$ cat src/design/hde_pkg.sv
// Shared types, constants and calendar helpers for the HTTP date converter.
package hde_pkg;

    // Character layout of a fixed-format RFC 1123 date.
    localparam logic [5:0] POS_COMMA   = 6'd3;
    localparam logic [5:0] POS_DAY_LO  = 6'd5;
    localparam logic [5:0] POS_DAY_HI  = 6'd6;
    localparam logic [5:0] POS_MON_LO  = 6'd8;
    localparam logic [5:0] POS_MON_HI  = 6'd10;
    localparam logic [5:0] POS_YEAR_LO = 6'd12;
    localparam logic [5:0] POS_YEAR_HI = 6'd15;
    localparam logic [5:0] POS_HOUR_LO = 6'd17;
    localparam logic [5:0] POS_HOUR_HI = 6'd18;
    localparam logic [5:0] POS_MIN_LO  = 6'd20;
    localparam logic [5:0] POS_MIN_HI  = 6'd21;
    localparam logic [5:0] POS_SEC_LO  = 6'd23;
    localparam logic [5:0] POS_SEC_HI  = 6'd24;
    localparam logic [5:0] POS_FINAL   = 6'd28;
    localparam logic [5:0] POS_MAX     = 6'd63;

    // ASCII codes used by the parser.
    localparam logic [7:0] CH_COMMA = 8'h2C;
    localparam logic [7:0] CH_J     = 8'h4A;
    localparam logic [7:0] CH_F     = 8'h46;
    localparam logic [7:0] CH_M     = 8'h4D;
    localparam logic [7:0] CH_A     = 8'h41;
    localparam logic [7:0] CH_S     = 8'h53;
    localparam logic [7:0] CH_O     = 8'h4F;
    localparam logic [7:0] CH_N     = 8'h4E;
    localparam logic [7:0] CH_D     = 8'h44;
    localparam logic [7:0] CH_LA    = 8'h61;
    localparam logic [7:0] CH_LU    = 8'h75;
    localparam logic [7:0] CH_LN    = 8'h6E;
    localparam logic [7:0] CH_LL    = 8'h6C;
    localparam logic [7:0] CH_LR    = 8'h72;
    localparam logic [7:0] CH_LY    = 8'h79;
    localparam logic [7:0] CH_LG    = 8'h67;

    // Month indexes, January is zero.
    localparam logic [3:0] MON_JAN = 4'd0;
    localparam logic [3:0] MON_FEB = 4'd1;
    localparam logic [3:0] MON_MAR = 4'd2;
    localparam logic [3:0] MON_APR = 4'd3;
    localparam logic [3:0] MON_MAY = 4'd4;
    localparam logic [3:0] MON_JUN = 4'd5;
    localparam logic [3:0] MON_JUL = 4'd6;
    localparam logic [3:0] MON_AUG = 4'd7;
    localparam logic [3:0] MON_SEP = 4'd8;
    localparam logic [3:0] MON_OCT = 4'd9;
    localparam logic [3:0] MON_NOV = 4'd10;
    localparam logic [3:0] MON_DEC = 4'd11;

    // Multiply-add unit widths.
    localparam int MAC_A_W = 32;
    localparam int MAC_B_W = 20;
    localparam int MAC_W   = 52;

    // Year offset that keeps the shifted year positive: 134 eras of 400 years.
    localparam int ERA_BIAS  = 134;
    localparam logic signed [20:0] YEAR_BIAS = 21'sd53600;

    // Reciprocal of 400 scaled by 2^27, exact for offset years below 493447.
    localparam int RECIP_SHIFT = 27;
    localparam logic signed [MAC_B_W-1:0] RECIP_400 = 20'sd335545;

    localparam logic signed [MAC_B_W-1:0] K_NEG_400   = -20'sd400;
    localparam logic signed [MAC_B_W-1:0] K_DAYS_YEAR = 20'sd365;
    localparam logic signed [MAC_B_W-1:0] K_DAYS_ERA  = 20'sd146097;
    localparam logic signed [MAC_B_W-1:0] K_SEC_DAY   = 20'sd86400;
    localparam logic signed [MAC_B_W-1:0] K_SEC_HOUR  = 20'sd3600;
    localparam logic signed [MAC_B_W-1:0] K_SEC_MIN   = 20'sd60;

    // Day number of 0000-03-01 relative to the epoch, plus one for the 1-based day.
    localparam logic signed [MAC_W-1:0] EPOCH_DAY_OFS = 52'sd719469;

    typedef struct packed {
        logic       ok;
        logic [3:0] idx;
    } t_month;

    // Decode the three month letters the way the original parser tests them.
    function automatic t_month month_decode(input logic [7:0] a, input logic [7:0] b,
                                            input logic [7:0] c);
        t_month m;
        m.ok  = 1'b1;
        m.idx = MON_JAN;
        case (a)
            CH_J: begin
                if (b == CH_LA) begin
                    m.idx = MON_JAN;
                end else if (b == CH_LU && c == CH_LN) begin
                    m.idx = MON_JUN;
                end else if (b == CH_LU && c == CH_LL) begin
                    m.idx = MON_JUL;
                end else begin
                    m.ok = 1'b0;
                end
            end
            CH_F: m.idx = MON_FEB;
            CH_M: begin
                if (b == CH_LA && c == CH_LR) begin
                    m.idx = MON_MAR;
                end else if (b == CH_LA && c == CH_LY) begin
                    m.idx = MON_MAY;
                end else begin
                    m.ok = 1'b0;
                end
            end
            CH_A: begin
                if (c == CH_LR) begin
                    m.idx = MON_APR;
                end else if (c == CH_LG) begin
                    m.idx = MON_AUG;
                end else begin
                    m.ok = 1'b0;
                end
            end
            CH_S: m.idx = MON_SEP;
            CH_O: m.idx = MON_OCT;
            CH_N: m.idx = MON_NOV;
            CH_D: m.idx = MON_DEC;
            default: m.ok = 1'b0;
        endcase
        return m;
    endfunction

    // Day of a March-based year at which each month starts.
    function automatic logic [8:0] month_start(input logic [3:0] mon);
        logic [8:0] d;
        case (mon)
            MON_JAN: d = 9'd306;
            MON_FEB: d = 9'd337;
            MON_MAR: d = 9'd0;
            MON_APR: d = 9'd31;
            MON_MAY: d = 9'd61;
            MON_JUN: d = 9'd92;
            MON_JUL: d = 9'd122;
            MON_AUG: d = 9'd153;
            MON_SEP: d = 9'd184;
            MON_OCT: d = 9'd214;
            MON_NOV: d = 9'd245;
            MON_DEC: d = 9'd275;
            default: d = 9'd0;
        endcase
        return d;
    endfunction

endpackage

$ cat src/design/hde_mac.sv
// Shared signed multiply-add unit with a registered result.
module hde_mac
    import hde_pkg::*;
(
    input  logic                       i_clk,
    input  logic                       i_en,
    input  logic signed [MAC_A_W-1:0]  i_a,
    input  logic signed [MAC_B_W-1:0]  i_b,
    input  logic signed [MAC_W-1:0]    i_c,
    output logic signed [MAC_W-1:0]    o_r
);

    logic signed [MAC_W-1:0] r_acc;
    logic signed [MAC_W-1:0] n_acc;

    // One product plus one addend per cycle while i_en is high.
    assign n_acc = i_a * i_b + i_c;

    always_ff @(posedge i_clk) begin
        if (i_en) begin
            r_acc <= n_acc;
        end
    end

    assign o_r = r_acc;

endmodule

$ cat src/design/http_date_to_epoch_seconds.sv
// Top level: RFC 1123 date characters in, seconds since 1970 out.
//
//   channel | handshake           | payload
//   --------+---------------------+---------------------------------
//   input   | i_valid / o_stall   | i_char_in, i_last
//   output  | o_valid / i_stall   | o_epoch_seconds, o_valid_res
//
// A character is accepted while i_valid is high and o_stall is low. After the
// last character the calendar math makes seven passes through the shared
// multiply-add unit, then the final step loads the output register; a rejected
// date goes straight to the final step. o_stall is high while that sequence
// runs and while the result waits for a free output register. Reset is
// synchronous and active low, and clears the parser state and the output valid.
module http_date_to_epoch_seconds
    import hde_pkg::*;
(
    input  logic        i_clk,
    input  logic        i_rst_n,
    input  logic        i_valid,
    output logic        o_stall,
    input  logic [7:0]  i_char_in,
    input  logic        i_last,
    output logic        o_valid,
    input  logic        i_stall,
    output logic [62:0] o_epoch_seconds,
    output logic        o_valid_res
);

    typedef enum logic [3:0] {
        ST_IDLE,
        ST_QUOT,
        ST_YOE,
        ST_DOE,
        ST_DAYS,
        ST_SEC,
        ST_HOUR,
        ST_MIN,
        ST_FIN
    } t_state;

    t_state r_state;

    // Parser state.
    logic [5:0]         r_pos;
    logic               r_comma;
    logic [7:0]         r_mon [3];
    logic signed [12:0] r_day;
    logic signed [19:0] r_year;
    logic signed [12:0] r_hour;
    logic signed [12:0] r_min;
    logic signed [12:0] r_sec;

    // Conversion state.
    logic               r_ok;
    logic [3:0]         r_mon_idx;
    logic [18:0]        r_yp;
    logic signed [10:0] r_era;

    // Output register.
    logic               r_out_valid;
    logic [62:0]        r_epoch;
    logic               r_valid_res;

    logic                      accept;
    logic signed [8:0]         dig;
    logic signed [12:0]        n_day;
    logic signed [19:0]        n_year;
    logic signed [12:0]        n_hour;
    logic signed [12:0]        n_min;
    logic signed [12:0]        n_sec;
    t_month                    mon_dec;
    logic                      date_ok;
    logic signed [20:0]        yp_full;
    logic                      out_free;
    logic [9:0]                quot;
    logic [8:0]                yoe;
    logic [1:0]                cent;
    logic                      mac_en;
    logic signed [MAC_A_W-1:0] mac_a;
    logic signed [MAC_B_W-1:0] mac_b;
    logic signed [MAC_W-1:0]   mac_c;
    logic signed [MAC_W-1:0]   mac_r;

    assign accept   = i_valid && !o_stall;
    assign o_stall  = (r_state != ST_IDLE);
    assign out_free = !r_out_valid || !i_stall;

    // Digit value and the decimal accumulation of each field.
    assign dig    = {1'b0, i_char_in} - 9'sd48;
    assign n_day  = r_day * 13'sd10 + {{4{dig[8]}}, dig};
    assign n_year = r_year * 20'sd10 + {{11{dig[8]}}, dig};
    assign n_hour = r_hour * 13'sd10 + {{4{dig[8]}}, dig};
    assign n_min  = r_min * 13'sd10 + {{4{dig[8]}}, dig};
    assign n_sec  = r_sec * 13'sd10 + {{4{dig[8]}}, dig};

    // Acceptance checks and the year shifted to start in March, made positive.
    assign mon_dec = month_decode(r_mon[0], r_mon[1], r_mon[2]);
    assign date_ok = (r_pos == POS_FINAL) && r_comma && mon_dec.ok;
    assign yp_full = {r_year[19], r_year}
                   - {20'b0, (mon_dec.idx == MON_JAN || mon_dec.idx == MON_FEB)}
                   + YEAR_BIAS;

    // Fields taken from the shared unit's result.
    assign quot = mac_r[RECIP_SHIFT+9:RECIP_SHIFT];
    assign yoe  = mac_r[8:0];
    assign cent = 2'((yoe >= 9'd100) ? 1 : 0) + 2'((yoe >= 9'd200) ? 1 : 0)
                + 2'((yoe >= 9'd300) ? 1 : 0);

    // Operand selection for each step of the conversion.
    always_comb begin
        mac_en = 1'b1;
        mac_a  = '0;
        mac_b  = '0;
        mac_c  = '0;
        unique case (r_state)
            ST_QUOT: begin
                mac_a = {13'b0, r_yp};
                mac_b = RECIP_400;
            end
            ST_YOE: begin
                mac_a = {22'b0, quot};
                mac_b = K_NEG_400;
                mac_c = {33'b0, r_yp};
            end
            ST_DOE: begin
                mac_a = {23'b0, yoe};
                mac_b = K_DAYS_YEAR;
                mac_c = {45'b0, yoe[8:2]} - {50'b0, cent}
                      + {43'b0, month_start(r_mon_idx)};
            end
            ST_DAYS: begin
                mac_a = {{21{r_era[10]}}, r_era};
                mac_b = K_DAYS_ERA;
                mac_c = mac_r + {{39{r_day[12]}}, r_day} - EPOCH_DAY_OFS;
            end
            ST_SEC: begin
                mac_a = mac_r[MAC_A_W-1:0];
                mac_b = K_SEC_DAY;
                mac_c = {{39{r_sec[12]}}, r_sec};
            end
            ST_HOUR: begin
                mac_a = {{19{r_hour[12]}}, r_hour};
                mac_b = K_SEC_HOUR;
                mac_c = mac_r;
            end
            ST_MIN: begin
                mac_a = {{19{r_min[12]}}, r_min};
                mac_b = K_SEC_MIN;
                mac_c = mac_r;
            end
            ST_IDLE, ST_FIN: mac_en = 1'b0;
            default: mac_en = 1'b0;
        endcase
    end

    hde_mac u_mac (
        .i_clk (i_clk),
        .i_en  (mac_en),
        .i_a   (mac_a),
        .i_b   (mac_b),
        .i_c   (mac_c),
        .o_r   (mac_r)
    );

    // Sequencer, parser registers and output register.
    always_ff @(posedge i_clk) begin
        if (!i_rst_n) begin
            r_state     <= ST_IDLE;
            r_pos       <= '0;
            r_comma     <= 1'b0;
            r_mon[0]    <= '0;
            r_mon[1]    <= '0;
            r_mon[2]    <= '0;
            r_day       <= '0;
            r_year      <= '0;
            r_hour      <= '0;
            r_min       <= '0;
            r_sec       <= '0;
            r_ok        <= 1'b0;
            r_out_valid <= 1'b0;
        end else begin
            // The final step reloads the output register itself.
            if (r_out_valid && !i_stall && r_state != ST_FIN) begin
                r_out_valid <= 1'b0;
            end
            unique case (r_state)
                ST_IDLE: begin
                    if (accept) begin
                        case (r_pos) inside
                            POS_COMMA: r_comma <= (i_char_in == CH_COMMA);
                            [POS_MON_LO:POS_MON_HI]:
                                r_mon[2'(r_pos - POS_MON_LO)] <= i_char_in;
                            [POS_DAY_LO:POS_DAY_HI]:   r_day  <= n_day;
                            [POS_YEAR_LO:POS_YEAR_HI]: r_year <= n_year;
                            [POS_HOUR_LO:POS_HOUR_HI]: r_hour <= n_hour;
                            [POS_MIN_LO:POS_MIN_HI]:   r_min  <= n_min;
                            [POS_SEC_LO:POS_SEC_HI]:   r_sec  <= n_sec;
                            default: ;
                        endcase
                        if (r_pos != POS_MAX) begin
                            r_pos <= r_pos + 6'd1;
                        end
                        if (i_last) begin
                            r_ok      <= date_ok;
                            r_mon_idx <= mon_dec.idx;
                            r_yp      <= yp_full[18:0];
                            r_state   <= date_ok ? ST_QUOT : ST_FIN;
                        end
                    end
                end
                ST_QUOT: r_state <= ST_YOE;
                ST_YOE: begin
                    r_era   <= {1'b0, quot} - 11'(ERA_BIAS);
                    r_state <= ST_DOE;
                end
                ST_DOE:  r_state <= ST_DAYS;
                ST_DAYS: r_state <= ST_SEC;
                ST_SEC:  r_state <= ST_HOUR;
                ST_HOUR: r_state <= ST_MIN;
                ST_MIN:  r_state <= ST_FIN;
                ST_FIN: begin
                    if (out_free) begin
                        r_out_valid <= 1'b1;
                        r_epoch     <= r_ok ? {{(63-MAC_W){mac_r[MAC_W-1]}}, mac_r} : '0;
                        r_valid_res <= r_ok;
                        r_pos       <= '0;
                        r_comma     <= 1'b0;
                        r_mon[0]    <= '0;
                        r_mon[1]    <= '0;
                        r_mon[2]    <= '0;
                        r_day       <= '0;
                        r_year      <= '0;
                        r_hour      <= '0;
                        r_min       <= '0;
                        r_sec       <= '0;
                        r_state     <= ST_IDLE;
                    end
                end
                default: r_state <= ST_IDLE;
            endcase
        end
    end

    assign o_valid         = r_out_valid;
    assign o_epoch_seconds = r_epoch;
    assign o_valid_res     = r_valid_res;

`ifndef SYNTHESIS
    // A rejected date always reports zero seconds.
    a_reject_zero: assert property (@(posedge i_clk) disable iff (!i_rst_n)
        (o_valid && !o_valid_res) |-> (o_epoch_seconds == '0))
        else $error("rejected date with nonzero seconds");

    // The reciprocal quotient of the shifted year stays within ten bits.
    a_quot_range: assert property (@(posedge i_clk) disable iff (!i_rst_n)
        (r_state == ST_YOE) |-> (mac_r[MAC_W-1:RECIP_SHIFT+10] == '0))
        else $error("year quotient out of range");

    // The year of era is a proper remainder of 400.
    a_yoe_range: assert property (@(posedge i_clk) disable iff (!i_rst_n)
        (r_state == ST_DOE) |-> (mac_r >= 0 && mac_r < 400))
        else $error("year of era out of range");

    // A loaded result always comes from the final sequencer step.
    a_load_from_fin: assert property (@(posedge i_clk) disable iff (!i_rst_n)
        (!o_valid ##1 o_valid) |-> ($past(r_state) == ST_FIN))
        else $error("output loaded outside the final step");
`endif

endmodule
$ cat config.mk
export PLATFORM = sky130hd
export DESIGN_NAME = http_date_to_epoch_seconds
export DESIGN_NICKNAME = d
export VERILOG_FILES = /design/src/design/hde_pkg.sv /design/src/design/hde_mac.sv /design/src/design/http_date_to_epoch_seconds.sv
export SDC_FILE = /design/constraint.sdc
export NUM_CORES = 2
export LEC_CHECK = 0
export BUFFER_PORTS_ARGS = -buffer_cell sky130_fd_sc_hd__buf_2
export CAP_MARGIN = 10
export CORE_MARGIN = 10
export CORE_UTILIZATION = 40
export CTS_CLUSTER_SIZE = 25
export DETAILED_ROUTE_END_ITERATION = 8
export GPL_ROUTABILITY_DRIVEN = 0
export GPL_TIMING_DRIVEN = 0
export SKIP_LAST_GASP = 1
export SYNTH_ARGS = -nofsm -noshare
export SYNTH_HDL_FRONTEND = slang
export SYNTH_SLANG_ARGS = --single-unit
$ cat constraint.sdc
create_clock -name i_clk -period 9.25 [get_ports i_clk]
set_input_delay 1.85 -clock i_clk [delete_from_list [all_inputs] [get_ports i_clk]]
set_output_delay 1.85 -clock i_clk [all_outputs]
set_load 0.005 [all_outputs]
---- After elaboration in Yosys (flattened, before gate mapping) ----
Memory sizes are Yosys's and may differ from the RTL's. A register that Yosys moved wholly into a read port is not among the register bits.
Index checks and enable logic that the tools add are counted.
storage, ports and cells
  flip-flop bits (word level) ............. 224
  bits in writable memories ............... 24
  ROM bits ................................ 144
  memories kept ........................... 2
operators by class
  $add $sub $neg .......................... 18
  $mul .................................... 6
  $lt $le $gt $ge ......................... 15
  equality and inequality tests ........... 45
  mux-type cells .......................... 95
  bitwise gates (word level) .............. 3
  reduce and logical (&&, ||, !) cells .... 40
memories
  name             words  bits a word  read ports  clocked after memory_dff  write ports  line                              RTL
  (no name shown)  16     9            1           1                         0            hde_pkg.sv:130                    case (mon)
  r_mon            3      8            3           0                         3            http_date_to_epoch_seconds.sv:46  logic [7:0] r_mon [3];
operators with widths
  operator                count
  $mux 13                 26
  $pmux 52 s5             1
  $pmux 32 s7             1
  $pmux 20 s7             1
  $eq 8x7->1 const B      15
  $mux 20                 6
  $add 52x52->52          2
  $pmux 13 s2             4
  $add 13x13->13          4
  $mul 13x3->12 const B   4
  $mul 32x20->52          1
  $sub 52x20->52 const B  1
  $pmux 20 s2             1
  $pmux 4 s9              1
  $mux 8                  4
  $ne 2x2->1 const B      16
  $pmux 4 s8              1
  $mux 1                  29
  $mux 4                  7
  $add 20x20->20          1
  $mul 20x3->19 const B   1
  $add 19x16->19 const B  1
  $sub 19x2->19           1
  $ge 6x5->1 const B      3
  other kinds (51)        90

---- Logic depth before layout (Yosys ltp) ----
An unclocked memory read counts as a cell.
  depth in word-level cells ............... 12
  mapped depth ............................ 44

---- By module ----
From an unflattened synthesis, not the netlist that was laid out.
second synthesis, totals
  cell total of the unflattened synthesis .. 5,265
  area total of the unflattened synthesis .. 46,749.8 um2
by module, submodules not included
  module                      times used  cells each  area each (um2)
  hde_mac                     1           2,902       26,496.7
  http_date_to_epoch_seconds  1           2,363       20,253.2

---- Worst setup path after synthesis ----
No wires, ideal clock.
  kind .................................... flip-flop to flip-flop
  start ................................... register u_mac.r_acc[5], in the netlist u_mac.o_r[5]
  end ..................................... register u_mac.r_acc[44], in the netlist u_mac.o_r[44] (data pin)
  setup time .............................. 0.265 ns
  arrival time ............................ 9.509 ns
  path slack .............................. -0.524 ns
  stages on the path, launching flop included .. 43
  path buffers ............................ 3
  clock period less this slack ............ 9.774 ns
  path through ............................ edfxtp_1 > clkbuf_1 > o311ai_0 > nand2_1 > fa_1 > ha_1 > inv_1 > fa_1 > nor3_1 > nand2_1 > xnor2_1 > ha_1 > nor3_1 > nand4_1 > a31oi_1 > xnor2_1 > a22o_1 > clkbuf_1 > [... 7 more ...] > fa_1 > fa_1 > inv_1 > fa_1 > inv_1 > fa_1 > inv_1 > ha_1 > and4_1 > nand2_1 > or2_2 > o22ai_1 > o21a_1 > a41o_1 > nor2b_1 > a31oi_1 > o21ai_0 > xor2_1
between the ends
  longest elaborated chain between the ends .. 8
RTL lines
  what                                      line                               RTL
  start, declared                           hde_mac.sv:13                      logic signed [MAC_W-1:0] r_acc;
  start signal, assigned                    hde_mac.sv:21                      r_acc <= n_acc;
  $ge 9x7->1 or $ge 9x8->1 (tied branches)  http_date_to_epoch_seconds.sv:106  assign cent = 2'((yoe >= 9'd100) ? 1 : 0) + 2'((yoe >= 9'd200) ? 1 : 0)
  $mux 1                                    http_date_to_epoch_seconds.sv:106
  $add 1x1->2                               http_date_to_epoch_seconds.sv:106
  $add 2x2->2                               http_date_to_epoch_seconds.sv:107  + 2'((yoe >= 9'd300) ? 1 : 0);
  $sub 7x2->8                               http_date_to_epoch_seconds.sv:128  mac_c = {45'b0, yoe[8:2]} - {50'b0, cent}
  $add 8x10->11                             http_date_to_epoch_seconds.sv:129  + {43'b0, month_start(r_mon_idx)};
  $pmux 52 s5                               http_date_to_epoch_seconds.sv:115  unique case (r_state)
  $add 52x52->52 (*)                        hde_mac.sv:17                      assign n_acc = i_a * i_b + i_c;
  via u_mac.n_acc[44]                       hde_mac.sv:14                      logic signed [MAC_W-1:0] n_acc;
Mark *: on every way through the listed nets, which the timed path passes. The rest lies on a longest branch.
A chain may end at the register's enable or synchronous reset.

---- Worst setup path in the final report ----
  start ................................... register u_mac.r_acc[4], in the netlist u_mac.o_r[4]
  end ..................................... register u_mac.r_acc[51], in the netlist u_mac.o_r[51] (data pin)
Same word-level chain as after synthesis.

==> impl_metrics.ini <==
[min_path]
holdCritPathClass = register to register
hold_depth = 2
hp-start = r_comma
holdPathEnd = r_comma

[pwr]
vdd.ir_drop.worst_v = 0.000110
leakage_nw = 24.1
p_per_area_mw_per_mm2 = 77.5

[worst_setup_path]
critPathKind = register to register
critPathCaptureType = register
worstSetupStartpointType = register
crit_buf_inv = 11
crit_top_cell = fa_1
reg2reg_setup_slack_ns = -1.01
reg2regPathDepth = 43
timing.rr.end = u_mac.o_r[51]
slowest_stage = fa_1
slowest_delay_ns = 0.54
crit_required_ns = 9.62
cp_top_family = adder cells
cp_data_arrival_time_ns = 10.63
cp_max_fo = 5
r2r-start = u_mac.o_r[4]

[routing]
via_per_inst = 5.31
vias = 34700
first_pass_iters = 7
drt_iter0_markers = 2825
ant_nets = 0
drc_errors = 0
post_drt_wl_per_cell_um = 21.5
wirelength_um = 140000

[timing]
post-route-period-util = 1.11
drv_slew = 0
worst_slew_pin_slew_ns = 1.38
final.setup.tns_ns = -19.45
period_minus_slack_ns = 10.26
fin_skew_ns = 0.0292
fmax_ghz = 0.0974
fin_ws_ns = -1.01
rsz0062_at_grt = true
hold_viol = 0
setup_violations = 32
slew_headroom = 0.0829

[clocking]
path_clk_slew_ns = 0.07
cts_tree = done
cts-root-buf = clkbuf_16
htree_levels = 2
clock_sinks = 256
clk_latency_ns = 0.62
holdBufCountCts = 0
cts_buffers = 35
clk_path_buf_depth = 3

[floorplanning]
rows = 121
core-area_mm2 = 0.109
initial_core_util = 0.403
io_pins = 79
chipWidth_um = 351
fp.dieH_um = 351
die_area_mm2 = 0.123

[grt]
grt_pass1_vias = 35600
grt_usage = 0.228
antenna_found_initial = 7
grt_max_degree = 32
grt_overflow = 0
grt_pass1_wl_um = 214000

[synthesis]
yosysSeqAreaShare = 0.154
ys_ff_latch = 256
synth_mux_area_frac = 0.00345
synthesis.area_mm2 = 0.0438
synth-xor-area-share = 0.0484
synth.distinct_cells = 83
synthArstFlopShare = 0
yosys_most_used_dff = edfxtp_1
synth-compound-area-share = 0.118
synth_top_family_by_area = adder cells
synth-simple-area-share = 0.122
syn_inst = 4827
synthAdderAreaFrac = 0.446
avgSynthCellArea_um2 = 9.08
synth_edf_count = 163
yosys_warnings = 0

[cells_and_area]
drive_gt1_frac = 0.0987
stdcell_count = 6536
layout_commonest_cell = inv_1
nNetsFinal = 6268
areaGrowthSynthToFinish_pct = 14.1
mostFrequentLayoutCells = inv_1 (1063), fa_1 (655), ha_1 (448)
final_area_mm2 = 0.0500

[placement]
numPortBuffers = 76
placed_cells = 6384
hpwl_um = 115000
postPlaceCellArea_mm2 = 0.0465

[status]
status = complete, but fails checks
violations = setup timing

[job]
drv_cap = 0
-- synth_stat cells, types with 86 or more instances --
cell type / count / area share
fa_1: 661 / 0.30
nor3_1: 98 / 0.011
edfxtp_1: 163 / 0.11
nand3_1: 86 / 0.0098
o21ai_0: 150 / 0.017
nand2_1: 345 / 0.030
a21o_1: 98 / 0.017
xnor2_1: 165 / 0.033
ha_1: 504 / 0.14
clkbuf_1: 125 / 0.011
a21oi_1: 241 / 0.028
nor2_1: 240 / 0.021
inv_1: 1084 / 0.093
dfxtp_1: 93 / 0.042
and2_1: 104 / 0.015
-- what timing repair did --
action	CTS	global route
resized for setup	149	209
pin swaps	45	127
endpoints found under the setup margin	37	39
cloned	1	0
setup buffers	43	47
-- worst reg2reg max path, delay by kind of cell (launching register included) --
family	cells	cell delay, ns
flops	1	0.42
xor+xnor	3	0.46
compound gates	12	2.60
simple gates	5	0.78
fa+ha+maj	12	4.66
buf+inv	11	1.11
-- layer usage --
| layer | global-route usage | vias up | wire length, um |
|---|---|---|---|
| met5 | 0 | - | 13 |
| met4 | 0.103 | 2 | 6910 |
| met3 | 0.0459 | 313 | 12400 |
| met2 | 0.356 | 1314 | 62700 |
| met1 | 0.303 | 17100 | 58300 |
| li1 | - | 16000 | - |
-- metrics by stage --
stage | hold WS [ns] | power (W) | utilization | setup slack (ns)
2_1_floorplan | 0.437 | 0.00209 | - | 0.00423
3_3_place_gp | 0.445 | 0.00235 | 0.426 | -2.59
3_5_place_dp | 0.456 | 0.00236 | 0.427 | -2.63
4_1_cts | 0.463 | 0.00384 | 0.447 | -1.14
5_1_grt | 0.498 | 0.00409 | 0.459 | -1.38
6_report | 0.471 | 0.00388 | 0.460 | -1.01
-- kinds of logic after synthesis --
| family | count (synthesis) |
|---|---|
| buffers and inverters | 1245 |
| XOR/XNOR | 242 |
| multiplexers | 15 |
| flip-flops | 256 |
| other | 2 |
| AO/OA/AOI/OAI | 787 |
| AND/OR/NAND/NOR | 1115 |
| adder cells (fa/ha/maj) | 1165 |
-- how the worst max path moves through the flow --
stage,from,to,slack [ns],cells after the start
after floorplan,u_mac.o_r[4],u_mac.o_r[48],0.004,40
after detailed placement,u_mac.o_r[3],u_mac.o_r[51],-2.63,38
after CTS,u_mac.o_r[4],u_mac.o_r[51],-1.14,42
after global placement,u_mac.o_r[3],u_mac.o_r[51],-2.59,40
after global routing,u_mac.o_r[4],u_mac.o_r[51],-1.38,42
final,u_mac.o_r[4],u_mac.o_r[51],-1.01,43
-- layout make-up --
type	count	area [um^2]
antenna	5	12.5
buffer	156	743
clock buffer	52	1030
clock inverter	12	103
fill	10500	58800
inverter	1085	4070
multi-input combinational	3383	34200
sequential	256	6760
tap	1414	1770
timing repair buffer	173	1290
-- state kept, by name, indices dropped and copies added (netlist names), 4 cells and up, named ones only --
register	flops
u_mac.o_r	52
r_hour	13
r_year	19
r_pos	6
r_mon_idx	4
o_epoch_seconds	52
r_state	4
r_era	11
r_min	13
r_sec	13
r_day	13
r_mon	24
r_yp	19
-- where the power goes --
part           switching, W  internal [W]  total [W]
combinational      0.000680      0.000477    0.00116
clock              0.000629      0.000788    0.00142
sequential        0.0000380       0.00126    0.00130
(Power assumes the default switching activity.)
